--- src/rtl/core/pfx_pkg.sv ---
package pfx_pkg;

    localparam int BYTE_W = 8;
    localparam int CAP_W  = 9;

    localparam logic [CAP_W-1:0] CAPACITY_RESET = 9'd240;

    // Tag byte layout: field number in bits 7:3, wire type in bits 2:0
    localparam logic [4:0] FIELD_PORT = 5'd1;
    localparam logic [4:0] FIELD_TEXT = 5'd2;
    localparam logic [2:0] WT_VARINT  = 3'd0;
    localparam logic [2:0] WT_LEN     = 3'd2;
    localparam logic [BYTE_W-1:0] PORT_TEXT = 8'd1;

    // tuser bit positions on the result side
    localparam int USER_VALID    = 0;
    localparam int USER_COMPLETE = 1;
    localparam int USER_FOUND    = 2;
    localparam int USER_W        = 3;

    typedef enum logic [5:0] {
        PH_TAG  = 6'b000001,
        PH_PORT = 6'b000010,
        PH_LEN  = 6'b000100,
        PH_TEXT = 6'b001000,
        PH_SKIP = 6'b010000,
        PH_STOP = 6'b100000
    } t_phase;

    typedef struct packed {
        logic [BYTE_W-1:0] payload_byte;
        logic              last_byte;
    } t_beat;

    typedef struct packed {
        logic [BYTE_W-1:0] text_byte;
        logic              text_byte_valid;
        logic              text_complete;
        logic              packet_end;
        logic              text_found;
    } t_result;

endpackage

--- src/rtl/core/protobuf_text_field_extractor_core.sv ---
// Picks a text payload out of a decrypted packet payload, one byte per beat.
// Each input beat carries one payload byte, with tlast on the final byte of
// the packet. Every input beat yields exactly one result beat: the byte
// itself when it belongs to an accepted text (zero otherwise), and flags in
// tuser for "text byte", "last byte of the announced text" and, on the
// packet's last beat, "a complete text was found". A tag 0x08 (field 1,
// varint) takes the next byte as the port; a tag 0x12 (field 2,
// length-delimited) takes the next byte as a length. The text is accepted
// when the port is 1 and the length is nonzero and below the capacity
// register; otherwise those bytes are skipped. Any other tag, or a complete
// text, stops parsing until packet end. Parse state clears after each
// packet's last byte; the capacity register keeps its value (240 after
// reset); the user must write it only while the block is idle, which the
// block itself does not enforce. Throughput is one beat per clock while
// the result side does not stall; a beat passes the input register, then
// the parse state machine feeding the result register. The next byte's
// parse depends only on the registered parse state; no stall is inserted.
module protobuf_text_field_extractor_core
    import pfx_pkg::*;
(
    input  logic              i_clk,
    input  logic              i_rst_n,
    // configuration: text capacity
    input  logic              i_cfg_we,
    input  logic [CAP_W-1:0]  i_cfg_wdata,
    // payload bytes in
    input  logic              i_s_axis_tvalid,
    output logic              o_s_axis_tready,
    input  logic [BYTE_W-1:0] i_s_axis_tdata,   // [7:0] payload_byte
    input  logic              i_s_axis_tlast,   // last_byte
    // results out
    output logic              o_m_axis_tvalid,
    input  logic              i_m_axis_tready,
    output logic [BYTE_W-1:0] o_m_axis_tdata,   // [7:0] text_byte
    output logic [USER_W-1:0] o_m_axis_tuser,   // [0] text_byte_valid, [1] text_complete,
                                                // [2] text_found
    output logic              o_m_axis_tlast    // packet_end
);

    t_beat   in_beat, stage_beat;
    logic    stage_valid;
    logic    out_ready;
    logic    take;
    t_result parse_result, out_result;

    assign in_beat.payload_byte = i_s_axis_tdata;
    assign in_beat.last_byte    = i_s_axis_tlast;

    // advance the input register whenever the result register has room
    assign take = stage_valid && out_ready;

    pfx_in_reg u_in_reg (
        .i_clk     (i_clk),
        .i_rst_n   (i_rst_n),
        .i_valid   (i_s_axis_tvalid),
        .i_beat    (in_beat),
        .i_advance (out_ready),
        .o_ready   (o_s_axis_tready),
        .o_valid   (stage_valid),
        .o_beat    (stage_beat)
    );

    // parse state only moves on a beat that really goes to the result register
    pfx_parser u_parser (
        .i_clk       (i_clk),
        .i_rst_n     (i_rst_n),
        .i_cfg_we    (i_cfg_we),
        .i_cfg_wdata (i_cfg_wdata),
        .i_take      (take),
        .i_beat      (stage_beat),
        .o_result    (parse_result)
    );

    pfx_out_reg u_out_reg (
        .i_clk    (i_clk),
        .i_rst_n  (i_rst_n),
        .i_load   (stage_valid),
        .i_result (parse_result),
        .i_ready  (i_m_axis_tready),
        .o_ready  (out_ready),
        .o_valid  (o_m_axis_tvalid),
        .o_result (out_result)
    );

    assign o_m_axis_tdata                = out_result.text_byte;
    assign o_m_axis_tuser[USER_VALID]    = out_result.text_byte_valid;
    assign o_m_axis_tuser[USER_COMPLETE] = out_result.text_complete;
    assign o_m_axis_tuser[USER_FOUND]    = out_result.text_found;
    assign o_m_axis_tlast                = out_result.packet_end;

endmodule

--- src/rtl/core/pfx_in_reg.sv ---
module pfx_in_reg
    import pfx_pkg::*;
(
    input  logic  i_clk,
    input  logic  i_rst_n,
    input  logic  i_valid,
    input  t_beat i_beat,
    input  logic  i_advance,
    output logic  o_ready,
    output logic  o_valid,
    output t_beat o_beat
);

    logic  r_valid;
    t_beat r_beat;

    assign o_ready = !r_valid || i_advance;
    assign o_valid = r_valid;
    assign o_beat  = r_beat;

    always_ff @(posedge i_clk) begin
        if (!i_rst_n) begin
            r_valid <= 1'b0;
        end else if (o_ready) begin
            r_valid <= i_valid;
        end
    end

    // hold the byte until the parser takes it
    always_ff @(posedge i_clk) begin
        if (o_ready && i_valid) begin
            r_beat <= i_beat;
        end
    end

endmodule

--- src/rtl/core/pfx_parser.sv ---
module pfx_parser
    import pfx_pkg::*;
(
    input  logic             i_clk,
    input  logic             i_rst_n,
    input  logic             i_cfg_we,
    input  logic [CAP_W-1:0] i_cfg_wdata,
    input  logic             i_take,
    input  t_beat            i_beat,
    output t_result          o_result
);

    logic [CAP_W-1:0]  r_capacity;
    t_phase            r_phase, n_phase;
    logic              r_port_one, n_port_one;
    logic [BYTE_W-1:0] r_remain, n_remain;
    logic              r_found, n_found;

    logic [BYTE_W-1:0] b;
    logic [BYTE_W-1:0] remain_dec;
    logic              tv, tc;

    assign b          = i_beat.payload_byte;
    assign remain_dec = r_remain - 8'd1;

    always_comb begin
        n_phase    = r_phase;
        n_port_one = r_port_one;
        n_remain   = r_remain;
        n_found    = r_found;
        tv         = 1'b0;
        tc         = 1'b0;
        case (r_phase)
            PH_TAG: begin
                if (b[7:3] == FIELD_PORT && b[2:0] == WT_VARINT) begin
                    n_phase = PH_PORT;
                end else if (b[7:3] == FIELD_TEXT && b[2:0] == WT_LEN) begin
                    n_phase = PH_LEN;
                end else begin
                    n_phase = PH_STOP;
                end
            end
            PH_PORT: begin
                n_port_one = (b == PORT_TEXT);
                n_phase    = PH_TAG;
            end
            PH_LEN: begin
                if (r_port_one && b != '0 && {1'b0, b} < r_capacity) begin
                    n_remain = b;
                    n_phase  = PH_TEXT;
                end else if (b == '0) begin
                    n_phase = PH_TAG;
                end else begin
                    n_remain = b;
                    n_phase  = PH_SKIP;
                end
            end
            PH_TEXT: begin
                tv       = 1'b1;
                n_remain = remain_dec;
                if (remain_dec == '0) begin
                    tc      = 1'b1;
                    n_found = 1'b1;
                    n_phase = PH_STOP;
                end
            end
            PH_SKIP: begin
                n_remain = remain_dec;
                if (remain_dec == '0) begin
                    n_phase = PH_TAG;
                end
            end
            default: begin
            end
        endcase
    end

    assign o_result.text_byte       = tv ? b : '0;
    assign o_result.text_byte_valid = tv;
    assign o_result.text_complete   = tc;
    assign o_result.packet_end      = i_beat.last_byte;
    assign o_result.text_found      = i_beat.last_byte && n_found;

    always_ff @(posedge i_clk) begin
        if (!i_rst_n) begin
            r_capacity <= CAPACITY_RESET;
        end else if (i_cfg_we) begin
            r_capacity <= i_cfg_wdata;
        end
    end

    // each packet parses on its own: drop all parse state after the last byte
    always_ff @(posedge i_clk) begin
        if (!i_rst_n || (i_take && i_beat.last_byte)) begin
            r_phase    <= PH_TAG;
            r_port_one <= 1'b0;
            r_remain   <= '0;
            r_found    <= 1'b0;
        end else if (i_take) begin
            r_phase    <= n_phase;
            r_port_one <= n_port_one;
            r_remain   <= n_remain;
            r_found    <= n_found;
        end
    end

endmodule

--- src/rtl/core/pfx_out_reg.sv ---
module pfx_out_reg
    import pfx_pkg::*;
(
    input  logic    i_clk,
    input  logic    i_rst_n,
    input  logic    i_load,
    input  t_result i_result,
    input  logic    i_ready,
    output logic    o_ready,
    output logic    o_valid,
    output t_result o_result
);

    logic    r_valid;
    t_result r_result;

    assign o_ready  = !r_valid || i_ready;
    assign o_valid  = r_valid;
    assign o_result = r_result;

    always_ff @(posedge i_clk) begin
        if (!i_rst_n) begin
            r_valid <= 1'b0;
        end else if (o_ready) begin
            r_valid <= i_load;
        end
    end

    always_ff @(posedge i_clk) begin
        if (o_ready && i_load) begin
            r_result <= i_result;
        end
    end

endmodule

--- config.mk ---
export PLATFORM = sky130hd
export DESIGN_NAME = protobuf_text_field_extractor_core
export DESIGN_NICKNAME = d
export VERILOG_FILES = /design/src/rtl/core/pfx_pkg.sv /design/src/rtl/core/protobuf_text_field_extractor_core.sv /design/src/rtl/core/pfx_in_reg.sv /design/src/rtl/core/pfx_parser.sv /design/src/rtl/core/pfx_out_reg.sv
export SDC_FILE = /design/constraint.sdc
export NUM_CORES = 1
export LEC_CHECK = 0
export BUFFER_PORTS_ARGS = -buffer_cell sky130_fd_sc_hd__clkbuf_2
export CAP_MARGIN = 10
export CORE_ASPECT_RATIO = 1.4
export CORE_MARGIN = 1
export CORE_UTILIZATION = 60
export CTS_CLUSTER_DIAMETER = 30
export DETAILED_ROUTE_END_ITERATION = 8
export GPL_TIMING_DRIVEN = 1
export PLACE_DENSITY = 0.84
export SLEW_MARGIN = 20
export SYNTH_ARGS = -nofsm -noshare
export SYNTH_HDL_FRONTEND = slang
export SYNTH_SLANG_ARGS = --single-unit
export TNS_END_PERCENT = 10
--- constraint.sdc ---
create_clock -name i_clk -period 6.75 [get_ports i_clk]
set_clock_uncertainty 0.1 [all_clocks]
set_input_delay 1.6875 -clock i_clk [delete_from_list [all_inputs] [get_ports i_clk]]
set_output_delay 1.6875 -clock i_clk [all_outputs]
set_load 0.02 [all_outputs]
==> impl_metrics.toml <==
[worst_setup_path]
cp.arrival_ps = 2200
critPathMaxFanout = 3
required_ps = 4960
path_cells = "clkbuf_2 > nor2b_1 > nand2_1 > clkbuf_2"
path_class = "input pin to output port"
reg2regPathDepth = 6
crit_path_end_kind = "output port"
slowest_stage = "nor2b_1"
rr_startpoint = "u_parser.r_phase[5]$_SDFFE_PP0P_"
rrSetupSlack_ps = 3330
crit_start = "i_m_axis_tready"
path_common_cell = "clkbuf_2"
start_kind = "input pin"
critPathCapture = "o_s_axis_tready"
cpPeakStageDelay_ps = 180
reg2reg_to = "u_parser.r_remain[4]$_SDFFE_PP0P_"

[clock_network]
insertion_delay_ps = 310
cts_setup_buffers = 0
clock_path_buffers = 2
cts_tree = "done"
cts_max_level = 2
hold_buffers = 0
root_buffer = "clkbuf_8"
clk_pin_slew_worst_paths_ps = 80
cts_buffers = 5
post_cts_resized = 0
cts_sinks = 48

[global_routing]
grt_first_pass_wirelength_mm = 7.93
grt_pass1_vias = 1739
grtUsageTotal_pct = 23.5
antenna_found_initial = 0
grt_overflow = 0
grt_max_degree = 23

[placement]
post-dp-hpwl_mm = 3.41
pre_cts_slack_ps = 2770
dpl.cell_count = 310
port_buffers = 36
gp_congestion = 0.907

[power]
power_leakage_nw = 1.19
peakVddDrop_v = 0.000218
pwr_density_cell_nw_per_um2 = 235

[routing]
drc_errors = 0
via_count = 1931
met3_length_um = 224
routedWlPerCell_um = 15.3
routed_wl_mm = 4.85
drt_iter0_drc = 75
firstDrtPassIters = 4
ant_nets = 0
wl_met2_mm = 2.47
viasPerCell = 6.07
wl_met1_mm = 2.04
top_layer = "met4"

[yosys]
syn_inst = 242
yosysWarningCount = 0
synth-async-reset-ratio_pct = 0
synth_edf_count = 21
syn_area_um2 = 2400
ys_seq_area_share_pct = 48.8
synth-main-ff-cell = "dfxtp_1"
ys_types = 53
synth_fp_nets = 274
synth-seq-cells = 48
syn_area_per_cell_um2 = 9.92

[job]
cap_violations = 0

[timing]
setup_viol_count_final = 0
slew_headroom_pct = 30.2
fin_crit_ps = 3990
hold_viol = 0
rsz0062_at_grt = "no"
tightest_slew_ps = 1050
fmax_ghz = 0.251
finalMaxSlewViolations = 0
fin_ws_ps = 2760
post-route-period-util_pct = 59.1
fin_setup_tns_ps = 0

[run_status]
outcome = "completed"

[layout]
diodes = 0
drive_above_1_share_pct = 20.7
fin_nets = 307
fill_cells = 281
final_common_cell = "clkbuf_2"
final_cell_mix = "clkbuf_2 (36), dfxtp_1 (27), nor2_1 (24)"
syn_to_final_growth_pct = 13.8
instances_no_fill = 318
multi_input_area_um2 = 1110
seq_area_um2 = 1170

[die]
initial_utilization_pct = 64.1
io_pins = 37
die_width_um = 55.5
dieArea_um2 = 4260
die_h_um = 76.8
num_rows = 26
core_area_um2 = 3740

[hold_path]
holdCritPathClass = "register to register"
==> synthesized netlist by cell type (all sizes together), types with 5 or more instances <==
master | instances | area, um2
o21ai | 11 | 58.8
nor4 | 5 | 37.5
dfxtp | 27 | 541
mux2i | 7 | 70.1
edfxtp | 21 | 631
inv | 16 | 60.1
nand2b | 5 | 31.3
and3 | 8 | 53.8
ha | 9 | 113
nand2 | 21 | 78.8
a21oi | 13 | 65.1
nor3 | 7 | 35.0
nor2 | 25 | 96.4
buf | 5 | 36.3
clkbuf | 5 | 18.8
a22oi | 6 | 45.0
==> final cells by class <==
| type | instances | share of cell area, % |
|---|---|---|
| inverter | 16 | 2.20 |
| timing repair buffer | 36 | 6.60 |
| clock inverter | 2 | 2.20 |
| sequential | 48 | 42.9 |
| tap | 42 | 1.92 |
| multi-input combinational | 168 | 40.8 |
| clock buffer | 6 | 3.44 |
==> registers in the layout, indices dropped and copies added, names as in the netlist <==
| register | flops |
|---|---|
| u_parser.r_port_one | 1 |
| u_parser.r_found | 1 |
| u_parser.r_remain | 8 |
| u_out_reg.o_result | 12 |
| u_parser.r_capacity | 9 |
| u_parser.r_phase | 6 |
| u_in_reg.o_beat | 9 |
| u_out_reg.o_valid | 1 |
| u_in_reg.o_valid | 1 |
==> metrics by stage <==
stage	hold WS (ps)	area, um2	util [%]	total power, W
after floorplan	337	2400	-	0.000359
final	398	2730	73.0	0.000642
after global routing	423	2730	73.0	0.000661
after global placement	361	2580	68.9	0.000376
after CTS	397	2730	73.0	0.000641
after detailed placement	376	2580	68.9	0.000379
==> per-layer routing <==
layer / global-route usage, % / up-vias
li1: - / 948
met5: 0 / -
met1: 27.9 / 905
met3: 4.22 / 11
met2: 41.6 / 67
met4: 9.25 / 0
==> kinds of logic (layout without fill, tap and decap cells) <==
| logic type | count (synthesis) | count (layout) | synth area share, % |
|---|---|---|---|
| AO/OA/AOI/OAI | 55 | 55 | 16.8 |
| buffers and inverters | 26 | 60 | 4.80 |
| AND/OR/NAND/NOR | 92 | 92 | 20.2 |
| flip-flops | 48 | 48 | 48.8 |
| XOR/XNOR | 5 | 5 | 1.82 |
| adder cells (fa/ha/maj) | 9 | 9 | 4.69 |
| multiplexers | 7 | 7 | 2.92 |
==> critical path: cells and delay by family <==
family,cells,cell delay [ps]
buffers and inverters,2,250
and+or+nand+nor,2,270
==> how the worst min path moves through the flow <==
stage	depth (start not counted)	end	slack, ps	from
finish	2	u_parser.r_found$_SDFFE_PP0P_	400	u_parser.r_found$_SDFFE_PP0P_
detailed placement	2	u_parser.r_port_one$_SDFFE_PP0P_	380	u_parser.r_port_one$_SDFFE_PP0P_
floorplan	2	u_parser.r_found$_SDFFE_PP0P_	340	u_parser.r_found$_SDFFE_PP0P_
global route	2	u_parser.r_capacity[1]$_SDFFE_PN0P_	420	u_parser.r_capacity[1]$_SDFFE_PN0P_
CTS	2	u_parser.r_port_one$_SDFFE_PP0P_	400	u_parser.r_port_one$_SDFFE_PP0P_
global placement	2	u_parser.r_found$_SDFFE_PP0P_	360	u_parser.r_found$_SDFFE_PP0P_
==> report_power, final <==
part | internal [W] | switching [W] | leakage (nW)
clock | 0.000170 | 0.0000997 | 0.0765
combinational | 0.0000195 | 0.0000290 | 0.686
sequential | 0.000314 | 0.00000998 | 0.424
(Power assumes the default switching activity.)
